**src/sv/rmbd_pkg.sv**
```systemverilog
`timescale 1ns / 1ps

package rmbd_pkg;

	localparam int NEST_OUT_W = 4;

	localparam logic [7:0] CH_DOLLAR = 8'h24;
	localparam logic [7:0] CH_STAR   = 8'h2A;
	localparam logic [7:0] CH_MINUS  = 8'h2D;
	localparam logic [7:0] CH_CR     = 8'h0D;
	localparam logic [7:0] CH_LF     = 8'h0A;
	localparam logic [7:0] CH_ZERO   = 8'h30;
	localparam logic [7:0] CH_NINE   = 8'h39;

	typedef enum logic [2:0] {
		PH_TYPE,
		PH_LEN,
		PH_LEN_LF,
		PH_LINE,
		PH_LINE_LF,
		PH_BULK,
		PH_BULK_T1,
		PH_BULK_T2
	} phase_t;

	typedef enum logic [1:0] {
		TT_SIMPLE,
		TT_BULK,
		TT_ARRAY
	} token_t;

	typedef enum logic [1:0] {
		ERR_NONE,
		ERR_BAD_CHAR,
		ERR_NEST,
		ERR_LEN_OVF
	} err_t;

	typedef struct packed {
		logic push;
		logic pop;
		logic clear;
	} stk_cmd_t;

	typedef struct packed {
		logic full;
		logic pop_empty;
	} stk_stat_t;

endpackage

```
**src/sv/resp_message_boundary_detector.sv**
```systemverilog
`timescale 1ns / 1ps

// RESP request framer: one byte per transaction in, one result per byte out.
// input channel: data_byte with in_valid / in_ready
// output channel: message_done, error_code, payload_byte, nesting_level with
//   out_valid / out_ready
// every byte produces exactly one result, in order
// throughput: one byte per cycle while out_ready holds; the array stack pops any number
//   of levels at once through a priority find over per-level last-element flags
// the byte sits in an input register; parsing runs between it and the
//   result register, so a new byte is taken while a result waits
// when out_ready is low the result holds, the input register still takes
//   one more byte, then in_ready drops until the result is taken
// an error reports its code, abandons the message and returns the parser
//   to the type byte with no arrays open
// reset: parser waits for a type byte, stack empty, both channels empty
module resp_message_boundary_detector #(
	parameter int MAX_NESTING = 8,
	parameter int LENGTH_BITS = 32
) (
	input  logic                            clk,
	input  logic                            arst_n,
	input  logic                            in_valid,
	output logic                            in_ready,
	input  logic [7:0]                      data_byte,
	output logic                            out_valid,
	input  logic                            out_ready,
	output logic                            message_done,
	output logic [1:0]                      error_code,
	output logic                            payload_byte,
	output logic [rmbd_pkg::NEST_OUT_W-1:0] nesting_level
);

	localparam int LW = $clog2(MAX_NESTING + 1);
	localparam int NestW = rmbd_pkg::NEST_OUT_W;

	// input register
	logic       valid_s1;
	logic [7:0] byte_s1;
	logic       advance;

	// parser state
	rmbd_pkg::phase_t       phase_q, phase_d;
	rmbd_pkg::token_t       tt_q, tt_d;
	logic [LENGTH_BITS-1:0] acc_q, acc_d;
	logic                   neg_q, neg_d;
	logic                   seen_q, seen_d;
	logic [LENGTH_BITS-1:0] rem_q, rem_d;

	// result register
	logic                   out_valid_q;
	logic                   done_q;
	rmbd_pkg::err_t         err_q;
	logic                   pay_q;
	logic [NestW-1:0]       nest_q;

	rmbd_pkg::err_t         err;
	logic                   done;
	logic                   pay;
	rmbd_pkg::stk_cmd_t     cmd;
	rmbd_pkg::stk_stat_t    stat;
	logic [LW-1:0]          next_level;

	logic                   is_digit;
	logic [LENGTH_BITS+3:0] acc_ext;
	logic [LENGTH_BITS+3:0] acc_next;
	logic                   acc_ovf;

	assign advance  = valid_s1 && (!out_valid_q || out_ready);
	assign in_ready = !valid_s1 || advance;

	always_ff @(posedge clk or negedge arst_n) begin
		if (!arst_n) begin
			valid_s1 <= 1'b0;
		end else if (in_ready) begin
			valid_s1 <= in_valid;
		end
	end

	always_ff @(posedge clk) begin
		if (in_valid && in_ready) begin
			byte_s1 <= data_byte;
		end
	end

	// decimal length step: acc * 10 + digit
	assign is_digit = (byte_s1 >= rmbd_pkg::CH_ZERO) && (byte_s1 <= rmbd_pkg::CH_NINE);
	assign acc_ext  = (LENGTH_BITS + 4)'(acc_q);
	assign acc_next = (acc_ext << 3) + (acc_ext << 1) + (LENGTH_BITS + 4)'(byte_s1[3:0]);
	assign acc_ovf  = |acc_next[LENGTH_BITS+3:LENGTH_BITS];

	rmbd_stack #(
		.MAX_NESTING (MAX_NESTING),
		.LENGTH_BITS (LENGTH_BITS)
	) u_stack (
		.clk        (clk),
		.arst_n     (arst_n),
		.cmd        (cmd),
		.push_value (acc_q),
		.stat       (stat),
		.next_level (next_level)
	);

	always_comb begin
		phase_d = phase_q;
		tt_d    = tt_q;
		acc_d   = acc_q;
		neg_d   = neg_q;
		seen_d  = seen_q;
		rem_d   = rem_q;
		err     = rmbd_pkg::ERR_NONE;
		done    = 1'b0;
		pay     = 1'b0;
		cmd     = '0;

		if (advance) begin
			unique case (phase_q)
				rmbd_pkg::PH_TYPE: begin
					if (byte_s1 == rmbd_pkg::CH_DOLLAR || byte_s1 == rmbd_pkg::CH_STAR) begin
						tt_d = (byte_s1 == rmbd_pkg::CH_DOLLAR) ? rmbd_pkg::TT_BULK
							: rmbd_pkg::TT_ARRAY;
						acc_d   = '0;
						neg_d   = 1'b0;
						seen_d  = 1'b0;
						phase_d = rmbd_pkg::PH_LEN;
					end else begin
						tt_d    = rmbd_pkg::TT_SIMPLE;
						phase_d = (byte_s1 == rmbd_pkg::CH_CR) ? rmbd_pkg::PH_LINE_LF
							: rmbd_pkg::PH_LINE;
					end
				end
				rmbd_pkg::PH_LEN: begin
					priority if (is_digit) begin
						if (acc_ovf) begin
							err = rmbd_pkg::ERR_LEN_OVF;
						end else begin
							acc_d  = acc_next[LENGTH_BITS-1:0];
							seen_d = 1'b1;
						end
					end else if (byte_s1 == rmbd_pkg::CH_MINUS && !seen_q && !neg_q) begin
						neg_d = 1'b1;
					end else if (byte_s1 == rmbd_pkg::CH_CR && seen_q) begin
						phase_d = rmbd_pkg::PH_LEN_LF;
					end else begin
						err = rmbd_pkg::ERR_BAD_CHAR;
					end
				end
				rmbd_pkg::PH_LEN_LF: begin
					if (byte_s1 != rmbd_pkg::CH_LF) begin
						err = rmbd_pkg::ERR_BAD_CHAR;
					end else if (tt_q == rmbd_pkg::TT_BULK) begin
						if (neg_q) begin
							phase_d = rmbd_pkg::PH_TYPE;
							cmd.pop = 1'b1;
							done    = stat.pop_empty;
						end else begin
							rem_d   = acc_q;
							phase_d = (acc_q == '0) ? rmbd_pkg::PH_BULK_T1
								: rmbd_pkg::PH_BULK;
						end
					end else if (neg_q || acc_q == '0) begin
						// null or empty array completes at once
						phase_d = rmbd_pkg::PH_TYPE;
						cmd.pop = 1'b1;
						done    = stat.pop_empty;
					end else if (stat.full) begin
						err = rmbd_pkg::ERR_NEST;
					end else begin
						cmd.push = 1'b1;
						phase_d  = rmbd_pkg::PH_TYPE;
					end
				end
				rmbd_pkg::PH_LINE: begin
					if (byte_s1 == rmbd_pkg::CH_CR) begin
						phase_d = rmbd_pkg::PH_LINE_LF;
					end
				end
				rmbd_pkg::PH_LINE_LF: begin
					if (byte_s1 == rmbd_pkg::CH_LF) begin
						phase_d = rmbd_pkg::PH_TYPE;
						cmd.pop = 1'b1;
						done    = stat.pop_empty;
					end else if (byte_s1 != rmbd_pkg::CH_CR) begin
						phase_d = rmbd_pkg::PH_LINE;
					end
				end
				rmbd_pkg::PH_BULK: begin
					pay = 1'b1;
					if (rem_q != '0) begin
						rem_d = rem_q - LENGTH_BITS'(1);
					end
					if (rem_q <= LENGTH_BITS'(1)) begin
						phase_d = rmbd_pkg::PH_BULK_T1;
					end
				end
				rmbd_pkg::PH_BULK_T1: begin
					phase_d = rmbd_pkg::PH_BULK_T2;
				end
				rmbd_pkg::PH_BULK_T2: begin
					phase_d = rmbd_pkg::PH_TYPE;
					cmd.pop = 1'b1;
					done    = stat.pop_empty;
				end
				default: begin
					phase_d = rmbd_pkg::PH_TYPE;
				end
			endcase

			// abandon the message
			if (err != rmbd_pkg::ERR_NONE) begin
				phase_d   = rmbd_pkg::PH_TYPE;
				tt_d      = rmbd_pkg::TT_SIMPLE;
				acc_d     = '0;
				neg_d     = 1'b0;
				seen_d    = 1'b0;
				rem_d     = '0;
				cmd       = '0;
				cmd.clear = 1'b1;
				done      = 1'b0;
				pay       = 1'b0;
			end
		end
	end

	always_ff @(posedge clk or negedge arst_n) begin
		if (!arst_n) begin
			phase_q <= rmbd_pkg::PH_TYPE;
			tt_q    <= rmbd_pkg::TT_SIMPLE;
			acc_q   <= '0;
			neg_q   <= 1'b0;
			seen_q  <= 1'b0;
			rem_q   <= '0;
		end else begin
			phase_q <= phase_d;
			tt_q    <= tt_d;
			acc_q   <= acc_d;
			neg_q   <= neg_d;
			seen_q  <= seen_d;
			rem_q   <= rem_d;
		end
	end

	always_ff @(posedge clk or negedge arst_n) begin
		if (!arst_n) begin
			out_valid_q <= 1'b0;
		end else if (advance) begin
			out_valid_q <= 1'b1;
		end else if (out_ready) begin
			out_valid_q <= 1'b0;
		end
	end

	always_ff @(posedge clk) begin
		if (advance) begin
			done_q <= done;
			err_q  <= err;
			pay_q  <= pay;
			nest_q <= NestW'(next_level);
		end
	end

	assign out_valid     = out_valid_q;
	assign message_done  = done_q;
	assign error_code    = err_q;
	assign payload_byte  = pay_q;
	assign nesting_level = nest_q;

endmodule

```
**src/sv/rmbd_stack.sv**
```systemverilog
`timescale 1ns / 1ps

module rmbd_stack #(
	parameter int MAX_NESTING = 8,
	parameter int LENGTH_BITS = 32
) (
	input  logic                                 clk,
	input  logic                                 arst_n,
	input  rmbd_pkg::stk_cmd_t                   cmd,
	input  logic [LENGTH_BITS-1:0]               push_value,
	output rmbd_pkg::stk_stat_t                  stat,
	output logic [$clog2(MAX_NESTING+1)-1:0]     next_level
);

	localparam int LW = $clog2(MAX_NESTING + 1);
	localparam int IW = (MAX_NESTING > 1) ? $clog2(MAX_NESTING) : 1;

	logic [LW-1:0]          level_q;
	logic [LENGTH_BITS-1:0] count_q [MAX_NESTING];
	logic [MAX_NESTING-1:0] one_q;

	logic                   found;
	logic [IW-1:0]          found_idx;
	logic [LENGTH_BITS-1:0] sel_count;

	// highest open level whose count does not run out on this element
	always_comb begin
		found = 1'b0;
		found_idx = '0;
		for (int i = 0; i < MAX_NESTING; i++) begin
			if ((LW'(i) < level_q) && !one_q[i]) begin
				found = 1'b1;
				found_idx = IW'(i);
			end
		end
	end

	assign sel_count = count_q[found_idx];

	assign stat.full = (level_q == LW'(MAX_NESTING));
	assign stat.pop_empty = !found;

	always_comb begin
		priority if (cmd.clear) begin
			next_level = '0;
		end else if (cmd.push) begin
			next_level = level_q + LW'(1);
		end else if (cmd.pop) begin
			next_level = found ? (LW'(found_idx) + LW'(1)) : '0;
		end else begin
			next_level = level_q;
		end
	end

	always_ff @(posedge clk or negedge arst_n) begin
		if (!arst_n) begin
			level_q <= '0;
		end else begin
			level_q <= next_level;
		end
	end

	always_ff @(posedge clk) begin
		if (!cmd.clear && cmd.push) begin
			count_q[level_q[IW-1:0]] <= push_value;
			one_q[level_q[IW-1:0]] <= (push_value == LENGTH_BITS'(1));
		end else if (!cmd.clear && cmd.pop && found) begin
			count_q[found_idx] <= sel_count - LENGTH_BITS'(1);
			one_q[found_idx] <= (sel_count == LENGTH_BITS'(2));
		end
	end

endmodule
```
**config.mk**
```make
export PLATFORM = sky130hd
export DESIGN_NAME = resp_message_boundary_detector
export DESIGN_NICKNAME = d
export VERILOG_FILES = /design/src/sv/rmbd_pkg.sv /design/src/sv/resp_message_boundary_detector.sv /design/src/sv/rmbd_stack.sv
export SDC_FILE = /design/constraint.sdc
export NUM_CORES = 1
export LEC_CHECK = 0
export BUFFER_PORTS_ARGS = -buffer_cell sky130_fd_sc_hd__buf_2
export CAP_MARGIN = 20
export CORE_ASPECT_RATIO = 0.5
export CORE_MARGIN = 1
export CORE_UTILIZATION = 45
export CTS_BUF_LIST = sky130_fd_sc_hd__clkbuf_4 sky130_fd_sc_hd__clkbuf_8
export DETAILED_ROUTE_END_ITERATION = 6
export HOLD_SLACK_MARGIN = 0.05
export PLACE_DENSITY = 0.56
export SKIP_CTS_REPAIR_TIMING = 1
export SLEW_MARGIN = 20
export SYNTH_ARGS = -nofsm -noshare
export SYNTH_HDL_FRONTEND = slang
export SYNTH_SLANG_ARGS = --single-unit
```
**constraint.sdc**
```tcl
create_clock -name clk -period 6.4 [get_ports clk]
set_input_delay 0.32 -clock clk [delete_from_list [all_inputs] [get_ports clk]]
set_output_delay 0.32 -clock clk [all_outputs]
set_load 0.02 [all_outputs]
```
# == After elaboration in Yosys (flattened, before gate mapping) ==
# Memory sizes are Yosys's and may differ from the RTL's.
# Cells that the tools add are included.
# classes
addsub,6
order_cmp,15
eq_ne,33
muxes,107
n_reduce_logical,53
# ops
cell,n
$mux W32,10
$pmux W32 S2,2
$mux W3,22
$sub A32 B1 Y32 const B,2
$mux W1,42
$ne A3 B3 Y1 const B,13
$add A35 B33 Y36,1
$add A36 B4 Y36,1
$eq A32 B1 Y1 const B,1
$eq A32 B2 Y1 const B,1
$le A32 B1 Y1 const B,1
$logic_not A32 Y1,1
$reduce_bool A32 Y1,1
$reduce_or A32 Y1,1
$mux W2,15
$eq A8 B6 Y1 const B,3
$pmux W3 S8,1
$logic_and A1 B1 Y1,19
$bwmux W8,2
$eq A8 B4 Y1 const B,2
$lt A3 B4 Y1 const A,4
$mux W4,4
$mux W8,2
$ne A8 B4 Y1 const B,2
other kinds (29),61
# totals
register_bits,101
mem_bits_rw,256
input_bits,12
output_inout_bits,10
n_memories,1
# mem_list
name,words,width,rd,rd_clocked_by_memory_dff,wr,line,rtl
u_stack.count_q,8,32,1,0,1,rmbd_stack.sv:19,logic [LENGTH_BITS-1:0] count_q [MAX_NESTING];

# == Logic depth before layout (Yosys ltp) ==
# Gate-level depths: netlist (run 1).
# logic_depth
depth_word,18
mapped_depth,21
depth_no_buf,15

# == By module ==
# Synthesis (run 1) repeated with hierarchy kept, for this count alone.
# unflattened
cells_unflattened,1695
hier_area_um2,18919.4
# by_module_without_submodules
mod,n_inst,cells_each,area_each_um2,seq_area_each_um2
rmbd_stack,1,911,12176.7,8027.7
resp_message_boundary_detector,1,784,6742.7,2307.2

# == Least setup slack after synthesis (run 1) ==
# No wires, ideal clock.
# synth_timing
path_kind,flip-flop to flip-flop
start,reg u_stack.level_q[1]
end,"mem u_stack.count_q[1][0], enable pin"
setup_time_ns,0.472
arrival_time_ns,5.208
t_required_ns,5.928
slack_ns,0.720
path_stages_with_launch,13
period_less_slack_ns,5.680
cell_sequence,dfrtp_1 -> ha_1 -> or3_1 -> a211oi_2 -> o211a_4 -> nor2_2 -> buf_6 -> buf_2 -> buf_1 -> buf_1 -> clkbuf_1 -> buf_1 -> o32ai_1
# synth_between
elab_chain_len,18
word_cells_on_any_way,58
# synth_rtl
item,line,rtl
from (decl),rmbd_stack.sv:18,logic [LW-1:0] level_q;
from (signal assigned),rmbd_stack.sv:59,level_q <= next_level;
$eq A4 B4 Y1,rmbd_stack.sv:40,assign stat.full = (level_q == LW'(MAX_NESTING));
$mux W2,resp_message_boundary_detector.sv:166,end else if (stat.full) begin
$mux W2,resp_message_boundary_detector.sv:161,end else if (neg_q || acc_q == '0) begin
$mux W2,resp_message_boundary_detector.sv:151,end else if (tt_q == rmbd_pkg::TT_BULK) begin
$mux W2,resp_message_boundary_detector.sv:149,if (byte_s1 != rmbd_pkg::CH_LF) begin
$pmux W2 S2,resp_message_boundary_detector.sv:117,unique case (phase_q)
$mux W2,resp_message_boundary_detector.sv:116,if (advance) begin
$reduce_bool A2 Y1,resp_message_boundary_detector.sv:210,if (err != rmbd_pkg::ERR_NONE) begin
$mux W3,resp_message_boundary_detector.sv:210,
$mux W3,resp_message_boundary_detector.sv:116,
$logic_not A1 Y1,"rmbd_stack.sv:64, rmbd_stack.sv:67",
$logic_and A1 B1 Y1 (2 in a row),rmbd_stack.sv:67,end else if (!cmd.clear && cmd.pop && found) begin
$mux W1,rmbd_stack.sv:67,
$mux W1,rmbd_stack.sv:64,if (!cmd.clear && cmd.push) begin
$mux W1 (implied by the code),rmbd_stack.sv:68,count_q[found_idx] <= sel_count - LENGTH_BITS'(1);
$reduce_or A32 Y1 (no source line),n/a,
$mux W3 (no source line) / $mux W1 (equally long branches),n/a,
to (decl),rmbd_stack.sv:19,
# Parallel ways exist; a longest one is shown, timed or not. The select of a mux whose other input is x is not followed.

# == Worst setup path in the final report (run 1) ==
# layout_timing
start,reg acc_q[0]
end,reg rem_q[23]
# layout_between
elab_chain_len,10
word_cells_on_any_way,20
# layout_rtl
item,line,rtl
from (decl),resp_message_boundary_detector.sv:45,"logic [LENGTH_BITS-1:0] acc_q, acc_d;"
from (signal assigned),resp_message_boundary_detector.sv:229,acc_q <= '0;
from (signal assigned),resp_message_boundary_detector.sv:236,acc_q <= acc_d;
$add A35 B33 Y36 / $logic_not A32 Y1 (equally long branches),"resp_message_boundary_detector.sv:89, resp_message_boundary_detector.sv:161",
$add A36 B4 Y36 / $logic_or A1 B1 Y1 (equally long branches),"resp_message_boundary_detector.sv:89, resp_message_boundary_detector.sv:161",
$reduce_or A4 Y1 / $mux W2 (equally long branches),"resp_message_boundary_detector.sv:90, resp_message_boundary_detector.sv:161",
"$mux W2, on equally long branches","resp_message_boundary_detector.sv:134, resp_message_boundary_detector.sv:151",
"$mux W2, on equally long branches","resp_message_boundary_detector.sv:133, resp_message_boundary_detector.sv:149",
$pmux W2 S2 (*),resp_message_boundary_detector.sv:117,
$mux W2 (*),resp_message_boundary_detector.sv:116,
$reduce_bool A2 Y1 (*),resp_message_boundary_detector.sv:210,
$ne A3 B3 Y1 (no source line) / $reduce_bool A3 Y1 (equally long branches),n/a,
$reduce_and A6 Y1 (no source line),n/a,
to (signal assigned),resp_message_boundary_detector.sv:239,rem_q <= rem_d;
to (decl),resp_message_boundary_detector.sv:48,"logic [LENGTH_BITS-1:0] rem_q, rem_d;"
# Every way passes the cells marked *; elsewhere a longest branch is shown, timed or not. The select of a mux whose other input is x is not followed.
# A chain may end at the register's enable or synchronous reset.

==> summary.txt, run 1 <==
Internal Power: 3670 uW
DRC: 0
Final nets: 1949
CP Class: register to register
Most frequent cells in the layout: edfxtp_1 (280), nand2_1 (212), nor2_1 (94)
Vias in the first global route: 15200
Clock power frac: 37.4%
# diodes: 0
Max Slew Vio Count: 0
Final hold viol count: 0
Mux cell area share after synthesis: 2.47%
Placer Congestion: 0.893
LEAKAGE: 0.00809 uW
Syn Nets: 1909
RSZ-0062 raised after global routing: false
Iteration-0 DRC count of the detailed router: 1875
Die area: 0.0443 sq mm
Netlist Area Pre-Place: 0.0195 sq mm
Initial Util: 46.1%
Total global routing overflow: 0
Post-synth EDFFs: 280
Via density: 6.48
Worst skew pair latency: 0.65 ns
Layout Skew: 0.0363 ns
Switching share of power: 28.9%
Worst vdd ir: 0.154 mV
Area of the core: 0.0424 sq mm
Cells after Synth: 1825
Row Count: 53
Gr usage total: 28.0%
Critical Path RT: 6.91 ns
Post-synthesis simple-gate area fraction: 16.2%
Net Sw Power: 1490 uW
Setup_tns: 0 ns
Reg-to-reg slack, setup: 0.81 ns
Met1 GRT Util: 42.2%
IO Count: 22
Main combinational cell family by area after synthesis: compound AO/OA/AOI/OAI gates
CTS max path bufs: 3
Synth Area in Adders: 4.69%
Slew margin rel.: 27.4%
Post-Synth XOR/XNOR Area: 1.66%
Final core utilization: 51.3%
Syn_area_per_cell: 10.7 sq um
Synth async-reset ratio: 21.6%
CTS tree: yes
CP startpoint kind: register
Pre-Repair DR Iteration Count: 5
Compound-Gate Fraction of Synth Area: 18.9%
Kind of end point of the critical path: register
Post-Route WL: 62000 um
Filler Cells Inserted: 3727
Most common cell after layout, fill and taps aside: edfxtp_1
Flop pwr share: 49.6%
Antenna viol nets, final: 0
Max Cap Viol: 0
Ys flop type: edfxtp_1
Pwr dens: 237 mW/mm^2
Layout cells sized above 1: 11.9%
Worst-path clk slew: 0.07 ns
Final setup margin: 0.815 ns
Port Buf Inserts: 21
M2 GR Usage: 42.0%
Post-synthesis sequential area ratio: 52.9%
Total CTS buffers: 53
Post-synth cell types: 85
GR Layer Usage met3: 4.87%
Largest net degree at the start of global routing: 78
Max frequency: 0.179 GHz
Worst flop-to-flop path endpoint: rem_q[23]
Yosys reg bits: 357
Die height: 149 um
Via count: 16100
Antenna violations before repair: 0
Yosys warnings: 0
Die W: 297 um
Worst Hold Class: input pin to async pin
Status: completed
Detail Placement HPWL: 41400 um
Worst slack, placed: 0.899 ns
Final setup viols: 0
H-tree depth: 2
P&R area growth vs syn: 11.3%
Wire length of the first global-routing pass: 93500 um
GRT Max-Usage Layer: met1
Comb power frac: 12.9%
Fin crit share: 87.3%
Worst endpoint data arrival time: 6.09 ns
Clock tree root buffer cell: clkbuf_8
R2R Path Start: acc_q[0]
Sink Count: 357
Worst R2R Path Depth: 14
Crit-path max FO: 23
Worst-margin pin slew: 1.09 ns
Post-DR wirelength/cell: 25.0 um
Min Clock Period, post-route: 5.59 ns
==> routing by layer <==
layer  wire, um  part of all wire [%]
met5          0                     0
met3       5400                   8.7
met4       1250                   2.0
met1      28600                    46
met2      26700                    43
==> worst max-delay path by stage <==
stage | start | end | cells past startpoint
2_1_floorplan | u_stack.level_q[1] | u_stack.count_q[1][0] | 12
3_3_place_gp | byte_s1[3] | rem_q[23] | 14
3_5_place_dp | acc_q[0] | rem_q[23] | 14
4_1_cts | acc_q[0] | rem_q[23] | 14
5_1_grt | acc_q[0] | rem_q[23] | 14
6_report | acc_q[0] | rem_q[23] | 14
==> synthesized netlist by cell type, types with 15 or more instances <==
library cell,number,area [sq um]
ha_1,70,876
mux2i_1,28,280
nand2_1,214,803
o21ai_0,80,400
a211oi_1,30,225
o31ai_1,18,135
or4_1,16,120
nand3_1,87,435
o211ai_1,15,113
and3_1,36,225
inv_1,42,158
clkbuf_1,83,312
nor2_1,96,360
a21oi_1,86,430
a31oi_1,28,175
xor2_1,15,131
buf_2,16,80.1
edfxtp_1,280,8410
o32ai_1,23,201
a32o_1,30,300
dfrtp_1,77,1930
nand2b_1,20,125
a22o_1,34,298
a21o_1,18,135
nand4_1,23,144
or3_1,21,131
nor3_1,55,275
nor4_1,31,194
xnor2_1,22,193
o22ai_1,20,125
==> power groups by stage <==
stage | Sequential, uW | Clock (uW) | Combinational, uW
after floorplan | 2590 | 0 | 461
after global placement | 2610 | 0 | 636
after detailed placement | 2610 | 0 | 640
after CTS | 2560 | 1950 | 640
after global routing | 2570 | 2060 | 714
final | 2560 | 1930 | 667
==> logic make-up after synthesis <==
group                      count (synthesis)
adders and majority gates                 72
DFF                                      357
and+or+nand+nor                          645
AOI/OAI and AO/OA                        514
xor gates and xnor gates                  37
muxes                                     42
buffers and inverters                    158
==> critical path, cell delays in order (launching register included) <==
cell,delay (ns)
dfrtp_1,0.43
inv_1,0.12
fa_1,0.52
inv_1,0.07
fa_1,0.48
a21oi_1,0.27
o21ai_0,0.17
o41a_1,0.40
a41o_1,0.33
a31oi_1,0.23
xnor2_1,0.15
or4_1,0.34
a211o_1,0.63
a22o_1,0.89
mux2_2,0.41
==> registers in the layout, summed over array words and instances (netlist names) <==
name and count:
byte_s1 8, seen_q 1, message_done 1, u_stack.one_q 8, rem_q 32, error_code 2
valid_s1 1, tt_q 2, payload_byte 1, u_stack.count_q 256, phase_q 3, u_stack.level_q 4
out_valid 1, neg_q 1, acc_q 32, nesting_level 4
==> final cells by class <==
class | instances | area [sq um] | area share, %
flip-flops and latches | 357 | 10300 | 47.5
well taps | 577 | 722 | 3.32
repair buffers | 99 | 727 | 3.34
clock buffers | 71 | 871 | 4.00
inverters | 44 | 165 | 0.759
multi-input cells | 1310 | 8750 | 40.2
clock inverters | 25 | 180 | 0.828
==> per-stage QoR <==
stage | instances | total power [uW] | instance area (sq um) | hold WS (ns)
finish | 2483 | 5170 | 21800 | 0.290
global route | 2483 | 5340 | 21800 | 0.364
CTS | 2471 | 5160 | 21600 | -0.172
detailed placement | 2375 | 3250 | 20600 | 0.478
global placement | 2375 | 3240 | 20600 | 0.474
floorplan | 1825 | 3050 | 19500 | 0.0244
No activity file was read; power rests on OpenSTA's default activity.
==> inputs of run 2 (changes only) <==
Settings changed: CTS_CLUSTER_SIZE from default to 16, MAX_ROUTING_LAYER from default to met4.
==> run 2 against run 1 <==
  * Global-route usage up 0.95 points
  * First-iteration DRC count down 7.8%
  * Routed wire length up 0.29%
  * Sequential power about the same
  * Setup slack worse by 0.017 ns
  * Final cell count down 0.28%
==> summary.txt, run 2 (synthesized netlist as in run 1, its figures left out) <==
CTS tree: yes
Via count: 15900 (-1.2%)
Post-Route WL: 62100 um (+0.29%)
Max FFs per register: 256 (unchanged)
Worst-margin pin slew: 1.06 ns (-0.0288 ns)
LEAKAGE: 0.00805 uW (-0.46%)
IO Count: 22 (unchanged)
Status: completed
Largest net degree at the start of global routing: 78 (unchanged)
Die W: 297 um (unchanged)
Row Count: 53 (unchanged)
CP Class: register to register
Worst Hold Class: input pin to async pin
Pre-Repair DR Iteration Count: 6 (+1)
Placed cells: 2368 (-0.29%)
Filler Cells Inserted: 3721 (-0.16%)
Max frequency: 0.179 GHz (-0.30%)
Gr usage total: 29.0% (+0.95 points)
Fin crit share: 87.5% (+0.26 points)
Pwr dens: 236 mW/mm^2 (-0.60%)
P&R area growth vs syn: 11.1%
DRC: 0 (unchanged)
Setup_tns: 0 ns (unchanged)
Detail Placement HPWL: 41200 um (-0.40%)
Total global routing overflow: 0 (unchanged)
Die area: 0.0443 sq mm (unchanged)
Sink Count: 357 (unchanged)
Placer Congestion: 0.941 (+5.4%)
Antenna viol nets, final: 0 (unchanged)
Most frequent cells in the layout: edfxtp_1 (280), nand2_1 (212), nor2_1 (93)
Worst endpoint data arrival time: 6.05 ns (-0.04 ns)
Top Registers: u_stack.count_q (256), acc_q (32), rem_q (32)
Antenna violations before repair: 2 (+2)
Final setup viols: 0 (unchanged)
Wire length of the first global-routing pass: 92800 um (-0.79%)
Kind of end point of the critical path: register
Total CTS buffers: 53 (unchanged)
Port Buf Inserts: 21 (unchanged)
Initial Util: 46.1% (unchanged)
Clock tree root buffer cell: clkbuf_8
H-tree depth: 2 (unchanged)
Crit-path max FO: 22 (-4.3%)
Iteration-0 DRC count of the detailed router: 1728 (-7.8%)
Via density: 6.42 (-0.93%)
Layout Skew: 0.0221 ns (-0.0143 ns)
Slew margin rel.: 28.8% (+1.4 points)
Worst vdd ir: 0.174 mV (+13%)
CP startpoint kind: register
Die height: 149 um (unchanged)
Max Slew Vio Count: 0 (unchanged)
Max Cap Viol: 0 (unchanged)
Top reg by flops: u_stack.count_q
Most common cell after layout, fill and taps aside: edfxtp_1
Vias in the first global route: 15000 (-1.5%)
Layout cells sized above 1: 11.7% (-0.25 points)
CTS max path bufs: 3 (unchanged)
Non-Filler Instances: 2476 (-0.28%)
Worst skew pair latency: 0.63 ns (-0.02 ns)
Min Clock Period, post-route: 5.60 ns (+0.0169 ns)
Critical Path RT: 6.85 ns (-0.06 ns)
Post-DR wirelength/cell: 25.1 um (+0.58%)
Final nets: 1942 (-0.36%)
Final hold viol count: 0 (unchanged)
Worst-path clk slew: 0.09 ns (+0.02 ns)
RSZ-0062 raised after global routing: false
Area of the core: 0.0424 sq mm (unchanged)
==> run 2: cell types whose count changed in the layout (fill, tap and decap cells not counted), moves of 2 or more <==
cell	change
clkinvlp_4	-2
clkbuf_4	-5
clkinv_1	-2
diode_2	+3
clkinv_2	+5
buf_4	-8
==> run 2: final cells by class <==
| cell class | count | area, sq um | share of cell area [%] |
|---|---|---|---|
| repair buffers | 92 | 687 | 3.16 |
| multi-input cells | 1310 | 8760 | 40.4 |
| clock inverters | 26 | 180 | 0.830 |
| flip-flops and latches | 357 | 10300 | 47.6 |
| clock buffers | 67 | 847 | 3.90 |
| diodes | 3 | 7.51 | 0.0346 |
| well taps | 577 | 722 | 3.33 |
| inverters | 44 | 165 | 0.761 |
==> run 2: metal layers <==
metal	global-route usage, %	part of all wire [%]
met1	41.6	45
met2	42.6	44
met3	5.51	9.3
met4	6.16	1.4
met5	-	0
==> run 2: final timing paths <==
kind                       cells after the start  slack, ns               start                to
setup / recovery                              13       0.80  u_stack.level_q[1]  u_stack.one_q[3]
hold / removal                                 2       0.25              arst_n         acc_q[25]
setup reg to reg                              13       0.80  u_stack.level_q[1]  u_stack.one_q[3]
hold reg to reg                                1       0.51            valid_s1         out_valid
max in group asynchronous                      2       5.53              arst_n         acc_q[15]
min in group clk                               2       0.40        data_byte[0]        byte_s1[0]
==> run 2: stage by stage <==
| step | utilization (%) | power, uW | setup WS [ns] | hold slack (ns) | instance area (sq um) |
|---|---|---|---|---|---|
| 5_1_grt | 51.2 | 5300 | 0.503 | 0.343 | 21700 |
| 4_1_cts | 50.9 | 5130 | 0.866 | -0.175 | 21600 |
| 2_1_floorplan | - | 3050 | 0.720 | 0.0244 | 19500 |
| 6_report | 51.2 | 5120 | 0.798 | 0.250 | 21700 |
| 3_3_place_gp | 48.5 | 3260 | 0.944 | 0.475 | 20500 |
| 3_5_place_dp | 48.5 | 3260 | 0.877 | 0.485 | 20500 |
==> run 2: worst max-delay path, cell delays in order (launching register included) <==
cell      delay, ns
dfrtp_1        0.49
ha_1           0.34
and2b_1        0.25
nor4_1         0.10
or2_2          0.52
nor2_4         0.52
buf_4          0.34
buf_4          0.33
mux4_2         0.55
a211oi_2       0.31
and2_1         0.22
nand3_1        0.26
or4_1          0.84
o32ai_1        0.31
==> run 2: report_power, final <==
group          switching (uW)  internal, uW  total (uW)
registers                50.0          2510        2560
logic                     482           194         675
clock network             936           950        1890
total                    1470          3660        5120
==> inputs of run 3 (changes only) <==
Settings changed: PLACE_DENSITY 0.56 to 0.69.
==> run 3 against run 2 <==
  * Cell area shrank 0.17%
  * Routed wire length shrank 8.5%
  * Utilization is 0.089 points lower
  * Via count decreased by 0.36%
  * Critical path depth is 1 higher
  * Sequential share of layout area rose by 0.082 points
  * Sequential power hardly changed
  * Global-route usage is 2.2 points lower
  * Maximum frequency is 3.6% higher
  * Critical endpoint is now rem_q[4]
  * Largest cell class unchanged
  * Largest power group unchanged
==> summary.txt, run 3 (synthesized netlist as in run 1, its figures left out) <==
H-tree depth: 2 (unchanged)
Max Cap Viol: 0 (unchanged)
CP Class: register to register
Worst skew pair latency: 0.64 ns (about the same)
Via count: 15800 (-0.36%)
Worst slack, placed: 1.02 ns (+0.141 ns)
Area of the core: 0.0424 sq mm (unchanged)
Worst Setup SP: acc_q[0]
Total CTS buffers: 52 (-1.9%)
Worst-margin pin slew: 1.04 ns (-0.0126 ns)
Pre-Repair DR Iteration Count: 5 (-1)
Detail Placement HPWL: 37700 um (-8.5%)
Antenna viol nets, final: 0 (unchanged)
Kind of end point of the critical path: register
Net Sw Power: 1410 uW (-3.8%)
CTS tree: yes
Final setup margin: 0.991 ns (+0.193 ns)
Gr usage total: 26.8% (-2.2 points)
Filler Cells Inserted: 3718 (-0.081%)
Total global routing overflow: 0 (unchanged)
R2R Path Start: acc_q[0]
RSZ-0062 raised after global routing: false
Port Buf Inserts: 21 (unchanged)
Post-DR wirelength/cell: 23.0 um (-8.2%)
Total power draw: 5060 uW (-1.2%)
Most frequent cells in the layout: edfxtp_1 (280), nand2_1 (212), nor2_1 (94)
Worst Hold Class: input pin to async pin
Placer Congestion: 0.978 (+3.9%)
Comb power frac: 12.9% (-0.3 points)
DRC: 0 (unchanged)
Largest net degree at the start of global routing: 78 (unchanged)
Max frequency: 0.185 GHz (+3.6%)
Initial Util: 46.1% (unchanged)
Max FFs per register: 256 (unchanged)
Reg-to-reg slack, setup: 0.99 ns (+0.19 ns)
Worst vdd ir: 0.216 mV (+24%)
CTS max path bufs: 3 (unchanged)
Final nets: 1935 (-0.36%)
Vias in the first global route: 15000 (+0.26%)
IO Count: 22 (unchanged)
Final setup viols: 0 (unchanged)
Crit-path max FO: 19 (-14%)
Clock tree root buffer cell: clkbuf_8
Register area: 0.0103 sq mm (unchanged)
CP startpoint kind: register
Layout Skew: 0.0297 ns (+0.00761 ns)
Multi-input gate area: 0.00875 sq mm (about the same)
Top reg by flops: u_stack.count_q
Worst-path clk slew: 0.07 ns (-0.02 ns)
Pwr dens: 234 mW/mm^2 (-1.0%)
Fin crit share: 84.5% (-3.0 points)
Clock power frac: 36.4% (-0.4 points)
Via density: 6.41 (-0.12%)
Post-Route WL: 56900 um (-8.5%)
Slew margin rel.: 30.4% (+1.6 points)
Critical Path RT: 6.85 ns (about the same)
Final hold viol count: 0 (unchanged)
Flop pwr share: 50.7% (+0.7 points)
Die W: 297 um (unchanged)
Sink Count: 357 (unchanged)
Min Clock Period, post-route: 5.41 ns (-0.193 ns)
Switching share of power: 27.9% (-0.75 points)
Die height: 149 um (unchanged)
Max Slew Vio Count: 0 (unchanged)
Layout cells sized above 1: 11.1% (-0.55 points)
Antenna violations before repair: 3 (+1)
Most common cell after layout, fill and taps aside: edfxtp_1
Iteration-0 DRC count of the detailed router: 1697 (-1.8%)
Internal Power: 3650 uW (-0.18%)
Status: completed
LEAKAGE: 0.00802 uW (-0.43%)
Worst endpoint data arrival time: 5.86 ns (-0.19 ns)
Setup_tns: 0 ns (unchanged)
P&R area growth vs syn: 10.9%
Non-Filler Instances: 2470 (-0.24%)
Wire length of the first global-routing pass: 87900 um (-5.3%)
Top Registers: u_stack.count_q (256), acc_q (32), rem_q (32)
Die area: 0.0443 sq mm (unchanged)
Row Count: 53 (unchanged)
Placed cells: 2361 (-0.30%)
run 3: changes by cell type in the layout (fill, tap and decap cells not counted), sizes merged:
cell      before  now
buf           80   74
clkinv        25   23
clkinvlp       0    2
run 3: final cells by class:
class / count / area share, %
inverters: 44 / 0.762
multi-input cells: 1310 / 40.4
clock buffers: 67 / 3.88
diodes: 3 / 0.0347
clock inverters: 26 / 0.872
well taps: 577 / 3.33
flip-flops and latches: 357 / 47.7
repair buffers: 86 / 3.02
run 3: per-layer routing:
| metal | vias up | global-route usage (%) | share of wire, % |
|---|---|---|---|
| met1 | 7819 | 38.1 | 44 |
| met4 | 0 | 7.27 | 2.0 |
| met3 | 89 | 4.78 | 9.8 |
| li1 | 7172 | - | - |
| met5 | - | - | 0 |
| met2 | 764 | 39.4 | 44 |
run 3: worst max-delay path, stage by stage (launching register included):
cell and delay [ns]:
dfrtp_1 0.43, inv_1 0.12, fa_1 0.51, inv_1 0.07
fa_1 0.48, a21oi_1 0.22, o211ai_1 0.14, a21oi_1 0.24
a21oi_1 0.13, or4_1 0.41, a21o_1 0.20, or4_1 0.69
a211o_1 0.62, a22oi_1 0.81, o32ai_1 0.17
run 3: final timing paths:
path	to	depth (start not counted)
hold / removal	acc_q[21]	2
setup / recovery	rem_q[4]	14
min in group clk	byte_s1[1]	2
max in group asynchronous	u_stack.level_q[3]	2
hold reg to reg	out_valid	1
setup reg to reg	rem_q[4]	14
run 3: stage by stage:
stage	util, %	hold slack (ns)	cell area, sq um
after detailed placement	48.4	0.483	20500
after global routing	51.1	0.386	21700
after CTS	50.8	-0.165	21500
after global placement	48.4	0.474	20500
after floorplan	-	0.0244	19500
final	51.1	0.303	21700
run 3: power by group through the flow:
stage          clock network, uW  logic [uW]  registers (uW)
5_1_grt                     1960         706            2570
3_5_place_dp                   0         625            2610
3_3_place_gp                   0         624            2610
4_1_cts                     1860         626            2560
2_1_floorplan                  0         461            2590
6_report                    1840         653            2570
